`src/rtl/its_pkg.sv`:
```
// shared types and constants for the item table
`default_nettype none
package its_pkg;
    localparam logic [2:0] OP_INSERT = 3'd0;
    localparam logic [2:0] OP_REMOVE = 3'd1;
    localparam logic [2:0] OP_LIST   = 3'd2;
    localparam logic [2:0] OP_SEQ    = 3'd3;
    localparam logic [2:0] OP_SORT   = 3'd4;
    localparam logic [2:0] OP_BIN    = 3'd5;

    localparam logic [1:0] ST_OK       = 2'd0;
    localparam logic [1:0] ST_FULL     = 2'd1;
    localparam logic [1:0] ST_EMPTY    = 2'd2;
    localparam logic [1:0] ST_NOTFOUND = 2'd3;

    localparam int REC_W = 64 * 3 + 48 + 64 * 2 + 32 + 32;
    localparam int KEY_W = 240;

    // ram write data select
    typedef enum logic [1:0] {
        SRC_INPUT,
        SRC_HOLD_A,
        SRC_HOLD_B,
        SRC_RDATA
    } src_sel_t;

    // datapath commands from the controller
    typedef struct packed {
        logic       load_in;
        logic       rd_en;
        logic       wr_en;
        src_sel_t   wr_src;
        logic       hold_a;
        logic       hold_b;
        logic       emit;
        logic       emit_rec;
        logic       emit_last;
        logic [1:0] emit_status;
    } dp_cmd_t;

    // datapath status to the controller
    typedef struct packed {
        logic eq;
        logic lt;
        logic gt_ab;
    } dp_stat_t;
endpackage
`default_nettype wire

```
`src/rtl/its_ctrl.sv`:
```
// operation sequencer for the item table
`default_nettype none
module its_ctrl #(
    parameter int CAPACITY = 16
) (
    input  wire logic                        clk,
    input  wire logic                        rst_n,
    input  wire logic                        start,
    input  wire logic [2:0]                  op,
    input  its_pkg::dp_stat_t                stat,
    output logic                             busy,
    output its_pkg::dp_cmd_t                 cmd,
    output logic [$clog2(CAPACITY)-1:0]      raddr,
    output logic [$clog2(CAPACITY)-1:0]      waddr,
    output logic [4:0]                       emit_cmps,
    output logic [$clog2(CAPACITY)-1:0]      emit_pos
);
    import its_pkg::*;
    localparam int AW = $clog2(CAPACITY);
    localparam int CW = $clog2(CAPACITY + 1);

    typedef enum logic [3:0] {
        S_IDLE, S_DISP, S_RD, S_SEQ, S_REM_RD, S_REM_MV,
        S_LIST, S_BIN, S_SORT_A, S_SORT_B, S_SORT_C, S_SORT_W
    } state_t;

    state_t         state_reg, state_next;
    logic [2:0]     op_reg, op_next;
    logic [CW-1:0]  cnt_reg, cnt_next;
    logic [CW-1:0]  i_reg, i_next;
    logic [CW-1:0]  lim_reg, lim_next;
    logic [CW:0]    lo_reg, lo_next, hi_reg, hi_next;
    logic [CW-1:0]  mid_reg, mid_next;
    logic [4:0]     cmps_reg, cmps_next;
    logic           swp_reg, swp_next;

    always_comb
    begin
        logic [CW:0] m;
        state_next = state_reg;
        op_next    = op_reg;
        cnt_next   = cnt_reg;
        i_next     = i_reg;
        lim_next   = lim_reg;
        lo_next    = lo_reg;
        hi_next    = hi_reg;
        mid_next   = mid_reg;
        cmps_next  = cmps_reg;
        swp_next   = swp_reg;
        cmd        = '0;
        raddr      = i_reg[AW-1:0];
        waddr      = i_reg[AW-1:0];
        emit_cmps  = 5'd0;
        emit_pos   = i_reg[AW-1:0];
        m          = '0;
        unique case (state_reg)
            S_IDLE:
            begin
                if (start)
                begin
                    cmd.load_in = 1'b1;
                    op_next     = op;
                    state_next  = S_DISP;
                end
            end
            S_DISP:
            begin
                i_next = '0;
                cmps_next = '0;
                if (op_reg == OP_INSERT)
                begin
                    cmd.emit = 1'b1;
                    cmd.emit_last = 1'b1;
                    if (cnt_reg >= CW'(CAPACITY))
                    begin
                        cmd.emit_status = ST_FULL;
                    end
                    else
                    begin
                        waddr = cnt_reg[AW-1:0];
                        emit_pos = cnt_reg[AW-1:0];
                        cmd.wr_en = 1'b1;
                        cmd.wr_src = SRC_INPUT;
                        cmd.emit_rec = 1'b1;
                        cnt_next = cnt_reg + 1'b1;
                    end
                    state_next = S_IDLE;
                end
                else if (op_reg > OP_BIN)
                begin
                    state_next = S_IDLE;
                end
                else if (op_reg == OP_SORT)
                begin
                    if (cnt_reg < CW'(2))
                    begin
                        cmd.emit = 1'b1;
                        cmd.emit_last = 1'b1;
                        state_next = S_IDLE;
                    end
                    else
                    begin
                        lim_next = cnt_reg - 1'b1;
                        raddr = '0;
                        state_next = S_SORT_A;
                    end
                end
                else if (cnt_reg == '0)
                begin
                    cmd.emit = 1'b1;
                    cmd.emit_last = 1'b1;
                    cmd.emit_status = ST_EMPTY;
                    state_next = S_IDLE;
                end
                else if (op_reg == OP_BIN)
                begin
                    lo_next = '0;
                    hi_next = (CW+1)'(cnt_reg) - 1'b1;
                    m = ((CW+1)'(cnt_reg) - 1'b1) >> 1;
                    mid_next = m[CW-1:0];
                    raddr = m[AW-1:0];
                    state_next = S_BIN;
                end
                else
                begin
                    raddr = '0;
                    state_next = op_reg == OP_LIST ? S_LIST
                               : op_reg == OP_SEQ ? S_SEQ : S_REM_RD;
                end
            end
            S_SEQ, S_REM_RD:
            begin
                emit_cmps = 5'(i_reg + 1'b1);
                if (stat.eq)
                begin
                    cmd.emit = 1'b1;
                    cmd.emit_last = 1'b1;
                    cmd.emit_rec = 1'b1;
                    if (state_reg == S_SEQ)
                    begin
                        state_next = S_IDLE;
                    end
                    else
                    begin
                        emit_cmps = '0;
                        raddr = AW'(i_reg + 1'b1);
                        state_next = S_REM_MV;
                    end
                end
                else if (i_reg + 1'b1 == cnt_reg)
                begin
                    cmd.emit = 1'b1;
                    cmd.emit_last = 1'b1;
                    cmd.emit_status = ST_NOTFOUND;
                    if (state_reg == S_REM_RD)
                    begin
                        emit_cmps = '0;
                    end
                    state_next = S_IDLE;
                end
                else
                begin
                    i_next = i_reg + 1'b1;
                    raddr = AW'(i_reg + 1'b1);
                end
            end
            S_REM_MV:
            begin
                if (i_reg + 1'b1 >= cnt_reg)
                begin
                    cnt_next = cnt_reg - 1'b1;
                    state_next = S_IDLE;
                end
                else
                begin
                    cmd.wr_en = 1'b1;
                    cmd.wr_src = SRC_RDATA;
                    i_next = i_reg + 1'b1;
                    raddr = AW'(i_reg + 2'd2);
                end
            end
            S_LIST:
            begin
                cmd.emit = 1'b1;
                cmd.emit_rec = 1'b1;
                if (i_reg + 1'b1 == cnt_reg)
                begin
                    cmd.emit_last = 1'b1;
                    state_next = S_IDLE;
                end
                else
                begin
                    i_next = i_reg + 1'b1;
                    raddr = AW'(i_reg + 1'b1);
                end
            end
            S_BIN:
            begin
                emit_cmps = cmps_reg + 1'b1;
                emit_pos = mid_reg[AW-1:0];
                cmps_next = cmps_reg + 1'b1;
                if (stat.eq)
                begin
                    cmd.emit = 1'b1;
                    cmd.emit_last = 1'b1;
                    cmd.emit_rec = 1'b1;
                    state_next = S_IDLE;
                end
                else
                begin
                    if (stat.lt)
                    begin
                        lo_next = (CW+1)'(mid_reg) + 1'b1;
                    end
                    else
                    begin
                        hi_next = (CW+1)'(mid_reg) - 1'b1;
                    end
                    if ($signed(lo_next) > $signed(hi_next))
                    begin
                        cmd.emit = 1'b1;
                        cmd.emit_last = 1'b1;
                        cmd.emit_status = ST_NOTFOUND;
                        state_next = S_IDLE;
                    end
                    else
                    begin
                        m = (lo_next + hi_next) >> 1;
                        mid_next = m[CW-1:0];
                        raddr = m[AW-1:0];
                    end
                end
            end
            // i_reg = j, lim_reg = inner limit
            S_SORT_A:
            begin
                cmd.hold_a = 1'b1;
                raddr = AW'(i_reg + 1'b1);
                state_next = S_SORT_B;
            end
            S_SORT_B:
            begin
                cmd.hold_b = 1'b1;
                swp_next = stat.gt_ab;
                state_next = S_SORT_C;
            end
            S_SORT_C:
            begin
                if (swp_reg)
                begin
                    cmd.wr_en = 1'b1;
                    cmd.wr_src = SRC_HOLD_B;
                    state_next = S_SORT_W;
                end
                else
                begin
                    state_next = S_SORT_W;
                end
            end
            S_SORT_W:
            begin
                if (swp_reg)
                begin
                    cmd.wr_en = 1'b1;
                    cmd.wr_src = SRC_HOLD_A;
                    waddr = AW'(i_reg + 1'b1);
                end
                if (i_reg + 1'b1 >= lim_reg)
                begin
                    if (lim_reg <= CW'(1))
                    begin
                        cmd.emit = 1'b1;
                        cmd.emit_last = 1'b1;
                        state_next = S_IDLE;
                    end
                    else
                    begin
                        lim_next = lim_reg - 1'b1;
                        i_next = '0;
                        state_next = S_RD;
                    end
                end
                else
                begin
                    i_next = i_reg + 1'b1;
                    state_next = S_RD;
                end
            end
            S_RD:
            begin
                raddr = i_reg[AW-1:0];
                state_next = S_SORT_A;
            end
            default:
            begin
                state_next = S_IDLE;
            end
        endcase
    end

    always_ff @(posedge clk or negedge rst_n)
    begin
        if (!rst_n)
        begin
            state_reg <= S_IDLE;
            op_reg    <= '0;
            cnt_reg   <= '0;
            i_reg     <= '0;
            lim_reg   <= '0;
            lo_reg    <= '0;
            hi_reg    <= '0;
            mid_reg   <= '0;
            cmps_reg  <= '0;
            swp_reg   <= 1'b0;
        end
        else
        begin
            state_reg <= state_next;
            op_reg    <= op_next;
            cnt_reg   <= cnt_next;
            i_reg     <= i_next;
            lim_reg   <= lim_next;
            lo_reg    <= lo_next;
            hi_reg    <= hi_next;
            mid_reg   <= mid_next;
            cmps_reg  <= cmps_next;
            swp_reg   <= swp_next;
        end
    end

    assign busy = state_reg != S_IDLE;
endmodule
`default_nettype wire

```
`config.mk`:
```
export PLATFORM = sky130hd
export DESIGN_NAME = its_ctrl
export DESIGN_NICKNAME = d
export VERILOG_FILES = /design/src/rtl/its_pkg.sv /design/src/rtl/its_ctrl.sv
export SDC_FILE = /design/constraint.sdc
export NUM_CORES = 1
export LEC_CHECK = 0
export BUFFER_PORTS_ARGS = -buffer_cell sky130_fd_sc_hd__buf_2
export CAP_MARGIN = 10
export CORE_MARGIN = 2
export CORE_UTILIZATION = 50
export CTS_BUF_LIST = sky130_fd_sc_hd__clkbuf_8
export DETAILED_ROUTE_END_ITERATION = 10
export MAX_ROUTING_LAYER = met4
export PLACE_DENSITY_LB_ADDON = 0.2
export REMOVE_ABC_BUFFERS = 1
export SLEW_MARGIN = 15
export SYNTH_ARGS = -nofsm -noshare
export SYNTH_HDL_FRONTEND = slang
export SYNTH_SLANG_ARGS = --single-unit
```
`constraint.sdc`:
```
create_clock -name clk -period 3.1 [get_ports clk]
set_clock_uncertainty 0.15 [all_clocks]
set_input_delay 0.465 -clock clk [delete_from_list [all_inputs] [get_ports clk]]
set_output_delay 0.465 -clock clk [all_outputs]
set_load 0.02 [all_outputs]
```
# Yosys cells after proc, flatten, opt, wreduce, memory -nomap -nowiden
# Cells that the tools add are included.
[totals] regBits=45
[op_classes] order_cmp=7 mux=127 reduce_logical=17 eq_ne=35 add_sub_neg=10
[ops] cell="5-bit 2-to-1 mux" count=25
[ops] cell="4-bit 2-to-1 mux" count=27
[ops] cell="6-bit 2-to-1 mux" count=18
[ops] cell="5-bit one-hot mux with 2 select lines" count=5
[ops] cell="4-bit one-hot mux with 11 select lines" count=1
[ops] cell="3-bit 2-to-1 mux" count=14
[ops] cell="2-bit inequality test (second input constant)" count=17
[ops] cell="5-bit one-hot mux with 5 select lines" count=1
[ops] cell="4-bit one-hot mux with 6 select lines" count=1
[ops] cell="6-bit one-hot mux with 2 select lines" count=2
[ops] cell="1-bit 2-to-1 mux" count=22
[ops] cell="4-bit by 3-bit equality test with 1-bit output (second input constant)" count=4
[ops] cell="4-bit equality test (second input constant)" count=4
[ops] cell="4-bit one-hot mux with 2 select lines" count=2
[ops] cell="5-bit by 1-bit adder with 5-bit output (second input constant)" count=3
[ops] cell="7-bit AND reduction" count=2
[ops] cell="3-bit one-hot mux with 4 select lines" count=1
[ops] cell="5-bit by 1-bit subtractor with 6-bit output (second input constant)" count=2
[ops] cell="5-bit greater-or-equal comparator" count=2
[ops] cell="1-bit one-hot mux with 5 select lines" count=2
[ops] cell="5-bit by 1-bit subtractor with 5-bit output (second input constant)" count=2
[ops] cell="4-bit by 2-bit equality test with 1-bit output (second input constant)" count=2
[ops] cell="2-bit 2-to-1 mux" count=4
[ops] cell="4-bit AND reduction" count=2
[ops] cell="other kinds (26)" count=31

# Logic depth before layout (Yosys ltp)
[depth] word_depth=9 mapped_depth=13

# Least setup slack after synthesis
# No wires, ideal clock.
[synth_path] path_kind="reg2out" from="register mid_reg[0]" to="output port raddr[3]" required_ns=2.485 stages_incl_launch_ff=13 arrival_ns=2.876 setup_slack_ns=-0.391 path_cell_list="dfrtp_1 -> inv_1 -> ha_1 -> nand2_1 -> xor2_1 -> o21ai_0 -> ha_1 -> nor4b_4 -> a2111oi_1 -> a221o_1 -> o211ai_1 -> nor2_1 -> o2111ai_1"
[synth_between] elab_chain_cells=8 elab_cells_between_ends=13 cone_classes="add/sub (3); order compare (1); mux (9)"
[synth_rtl] item="start, declared" line="its_ctrl.sv:33" text="logic [CW-1:0] mid_reg, mid_next;"
[synth_rtl] item="start signal, assigned" line="its_ctrl.sv:325" text="mid_reg <= mid_next;"
[synth_rtl] item="5-bit by 1-bit adder with 6-bit output or 5-bit by 1-bit subtractor with 6-bit output (tied branches)" line="its_ctrl.sv:213, its_ctrl.sv:217"
[synth_rtl] item="6-bit 2-to-1 mux" line="its_ctrl.sv:211" text="if (stat.lt)"
[synth_rtl] item="6-bit 2-to-1 mux" line="its_ctrl.sv:202" text="if (stat.eq)"
[synth_rtl] item="6-bit 2-to-1 mux" line="its_ctrl.sv:56" text="unique case (state_reg)"
[synth_rtl] item="6-bit adder or 6-bit greater-than comparator (tied branches)" line="its_ctrl.sv:228, its_ctrl.sv:219"
[synth_rtl] item="4-bit 2-to-1 mux (*)" line="its_ctrl.sv:219" text="if ($signed(lo_next) > $signed(hi_next))"
[synth_rtl] item="4-bit 2-to-1 mux (*)" line="its_ctrl.sv:202"
[synth_rtl] item="4-bit one-hot mux with 6 select lines (*)" line="its_ctrl.sv:56"
[synth_rtl] item="end, declared" line="its_ctrl.sv:13" text="output logic [$clog2(CAPACITY)-1:0] raddr,"
# Every way passes the cells marked *; elsewhere a longest branch is shown, timed or not. The select of a mux whose other input is x is not followed.

# Worst setup path in the final report
# Ends and elaborated chain as after synthesis.

==> qor.csv <==
stage,metric,value,unit
outcome,status,"finished, violations left",
outcome,violated checks,"hold timing, setup timing",
sta,Slew Limit Fails,0,
synthesis,Netlist cell types,80,
finish,antenna cell count,0,
drt,via count,4801,
sta,Peak Freq,257,MHz
synthesis,Post-synth top flop,dfrtp_1,
finish,post-layout util,71.1,%
setup_path,crit-path max FO,4,
sta,Tcrit/Tclk final,125,%
setup_path,Crit Path Category,reg -> out,
clock_network,Sink Count,45,
drt,DR DRC count,0,
sta,hold violation count in the final report,2,
sta,min Tclk post-route,3890,ps
worst_hold_path,Hold Path Class,in -> async,
global_route,GR Util All Layers,34.1,%
sta,worst path setup slack after routing,-790,ps
global_route,GRT overflow,0,
placed_design,RePlAce Congestion,0.990,
global_route,initial antenna violation count,0,
sta,Rel. slew slack,57.8,%
global_route,largest net degree at the start of global routing,46,
sta,WHS,-6.61,ps
synthesis,Avg Inst Size Synth,8.16,um2
finish,area grow syn2layout,38.9,%
drt,drt first pass iters,6,
global_route,vias in the first global route,4767,
finish,Post-Layout Cell Count,794,
clock_network,CTS Buf Count,5,
drt,Post-Route WL,15.9,mm
setup_path,"most used cell, CP",buf_4,
setup_path,Worst Setup Start Kind,register,
run,Max-Cap Viols,0,
sta,setup tns final,-6970,ps
die,die height,98.1,um
pwr,Leak Pwr,0.00299,uW
die,io pins,39,
clock_network,Max clock buf depth,2,
setup_path,"Req. time, crit path",2480,ps
finish,Final nets,727,
global_route,first-pass GRT wire length,25.0,mm
die,die width,98.1,um
die,Initial Util,51.2,%
synthesis,post-synthesis cell area,4420,um2
placed_design,port bufs,37,
clock_network,CTS tree,built,
die,Core Rows,34,
synthesis,Synth async-reset ratio,100,%
clock_network,clk_lat worst skew,320,ps
synthesis,post-synthesis sequential area ratio,25.5,%
setup_path,max incr delay on CP,430,ps
sta,setup violators final,16,
die,Core Box Area,8640,um2
clock_network,Clock transition at path regs,110,ps
synthesis,"flops & latches, synth",45,
synthesis,Yosys warnings,0,
finish,Multi-input gate area,3380,um2
drt,"antenna viol nets, final",0,
clock_network,H-Tree Depth,2,
clock_network,clock root buffer,clkbuf_8,
sta,RSZ-0062 raised after global routing,yes,
placed_design,Post-DP HPWL,11.5,mm
drt,wire per inst,20.1,um
die,die footprint,9620,um2
drt,vias per cell,6.05,
setup_path,crit path DAT,3270,ps
sta,Tightest Pin Transition,633,ps
placed_design,Inst Count DP,755,
setup_path,CP max-delay cell,dfrtp_1,
finish,register area,1130,um2
setup_path,crit-path cells,"buf_4, nand3_1, xor2_1, a21oi_2, ha_1, buf_4, and2b_1, o21bai_1, a221o_1, o211ai_1, nor2_1, o2111ai_1, buf_4",
drt,Starting DRT DRC Count,292,
synthesis,Mapped Cells,542,
pwr,PwrDens,1030,nW/um2
finish,layout cells sized above 1,38.2,%
finish,FILL cells,691,
pwr,peak supply drop,615,uV
synthesis,Post-synth EDFFs,0,
setup_path,critical path capture point type,primary output,
==> critical path: cells and delay by family, from the launching register on <==
kind / cells / cell delay [ps]
AO/OA/AOI/OAI: 5 / 1110
buffers and inverters: 3 / 480
flip-flops: 1 / 430
AND/OR/NAND/NOR: 3 / 400
adder cells (fa/ha/maj): 1 / 340
XOR/XNOR: 1 / 190
==> metrics by stage <==
| stage | power (uW) | worst slack (ps) | hold slack (ps) | cell area (um2) |
|---|---|---|---|---|
| 2_1_floorplan | 3250 | -391 | 19.4 | 4250 |
| 3_3_place_gp | 4900 | -518 | 329 | 5340 |
| 3_5_place_dp | 4950 | -555 | 329 | 5340 |
| 4_1_cts | 5980 | -800 | 230 | 5930 |
| 5_1_grt | 6710 | -974 | 47.1 | 6140 |
| 6_report | 6320 | -790 | -6.61 | 6140 |
==> cells in the final DEF, fill, tap and decap left out, drive strengths merged, types with 4 or more instances in the layout <==
cell type	netlist	routed
and3	4	4
mux2	11	11
nand2	53	53
a31oi	6	6
a21o	14	14
o21bai	5	5
inv	32	34
a22o	13	13
a32oi	6	6
or3	4	4
ha	32	32
clkbuf	14	5
o22ai	4	4
a21oi	38	38
xor2	8	8
mux2i	4	4
dfrtp	45	45
buf	18	168
nor2b	9	9
xnor2	16	16
nand4	5	5
o211ai	4	4
nor3	14	14
o21ai	49	49
nand3	19	19
nor2	42	42
nand2b	9	9
nor4	7	7
==> path summary, 6_finish.rpt <==
kind,start,to,slack [ps],depth (start not counted)
max in group asynchronous,rst_n,mid_reg[2],2340,1
max,mid_reg[0],raddr[3],-790,13
min reg2reg,lo_reg[1],lo_reg[1],350,1
min,rst_n,cmps_reg[2],-7,1
max reg2reg,mid_reg[0],mid_reg[4],-20,12
min in group clk,stat[0],swp_reg,230,2
==> cell families after synthesis <==
kind of cell,count (synthesis),synth area share [%]
adder cells (fa/ha/maj),33,9.50
other,1,0.0848
XOR/XNOR,24,4.75
buffers and inverters,64,6.62
flip-flops,45,25.5
multiplexers,15,3.96
AND/OR/NAND/NOR,188,23.1
AO/OA/AOI/OAI,172,26.6
==> power by group <==
part	internal [uW]	leakage [uW]	switching, uW
logic	2250	0.00236	2450
registers	792	0.000573	329
clock network	247	0.0000591	256
==> layout make-up <==
class | count | area share (%)
clock buffers | 5 | 1.12
clock inverters | 3 | 0.774
well taps | 108 | 2.20
multi-input cells | 433 | 55.0
repair buffers | 168 | 20.5
flip-flops and latches | 45 | 18.5
inverters | 32 | 1.96
==> repair_timing <==
action,in CTS,in global routing
resized for setup,55,41
endpoints found under the setup margin,24,34
hold buffers,0,0
buffers inserted,36,5
pin swaps,32,14
==> cells in the mapped netlist, types with 3 or more instances <==
| cell type | instances | area (um2) |
|---|---|---|
| nand2_1 | 51 | 191 |
| dfrtp_1 | 45 | 1130 |
| o21ai_0 | 41 | 205 |
| nor2_1 | 39 | 146 |
| a21oi_1 | 38 | 190 |
| ha_1 | 32 | 400 |
| inv_1 | 32 | 120 |
| nand3_1 | 19 | 95.1 |
| xnor2_1 | 16 | 140 |
| clkbuf_1 | 14 | 52.6 |
| a21o_1 | 13 | 97.6 |
| a22o_1 | 13 | 114 |
| nor3_1 | 13 | 65.1 |
| buf_2 | 12 | 60.1 |
| nor2b_1 | 9 | 56.3 |
| mux2_2 | 8 | 90.1 |
| nand2b_1 | 8 | 50.1 |
| xor2_1 | 8 | 70.1 |
| nor4_1 | 7 | 43.8 |
| a31oi_1 | 6 | 37.5 |
| a32oi_1 | 5 | 43.8 |
| nand4_1 | 5 | 31.3 |
| o21bai_1 | 5 | 37.5 |
| and3_1 | 4 | 25.0 |
| buf_6 | 4 | 45.0 |
| mux2i_1 | 4 | 40.0 |
| o211ai_1 | 4 | 30.0 |
| o21ai_1 | 4 | 20.0 |
| o22ai_1 | 4 | 25.0 |
| a211oi_1 | 3 | 22.5 |
| a221o_1 | 3 | 30.0 |
| a222oi_1 | 3 | 30.0 |
| mux2_4 | 3 | 45.0 |
| nand4bb_1 | 3 | 33.8 |
| nor3b_1 | 3 | 22.5 |
| o21ai_2 | 3 | 26.3 |
| o31ai_1 | 3 | 22.5 |
| o32a_1 | 3 | 30.0 |
| or2_1 | 3 | 18.8 |
| or3_1 | 3 | 18.8 |
==> routing by layer <==
layer	vias up	GRT usage [%]	part of all wire, %
met5	-	-	0
met4	0	16.2	4.7
li1	2265	-	-
met3	53	4.87	5.7
met1	2281	42.9	42
met2	202	54.2	47
No activity file was read; power rests on OpenSTA's default activity.
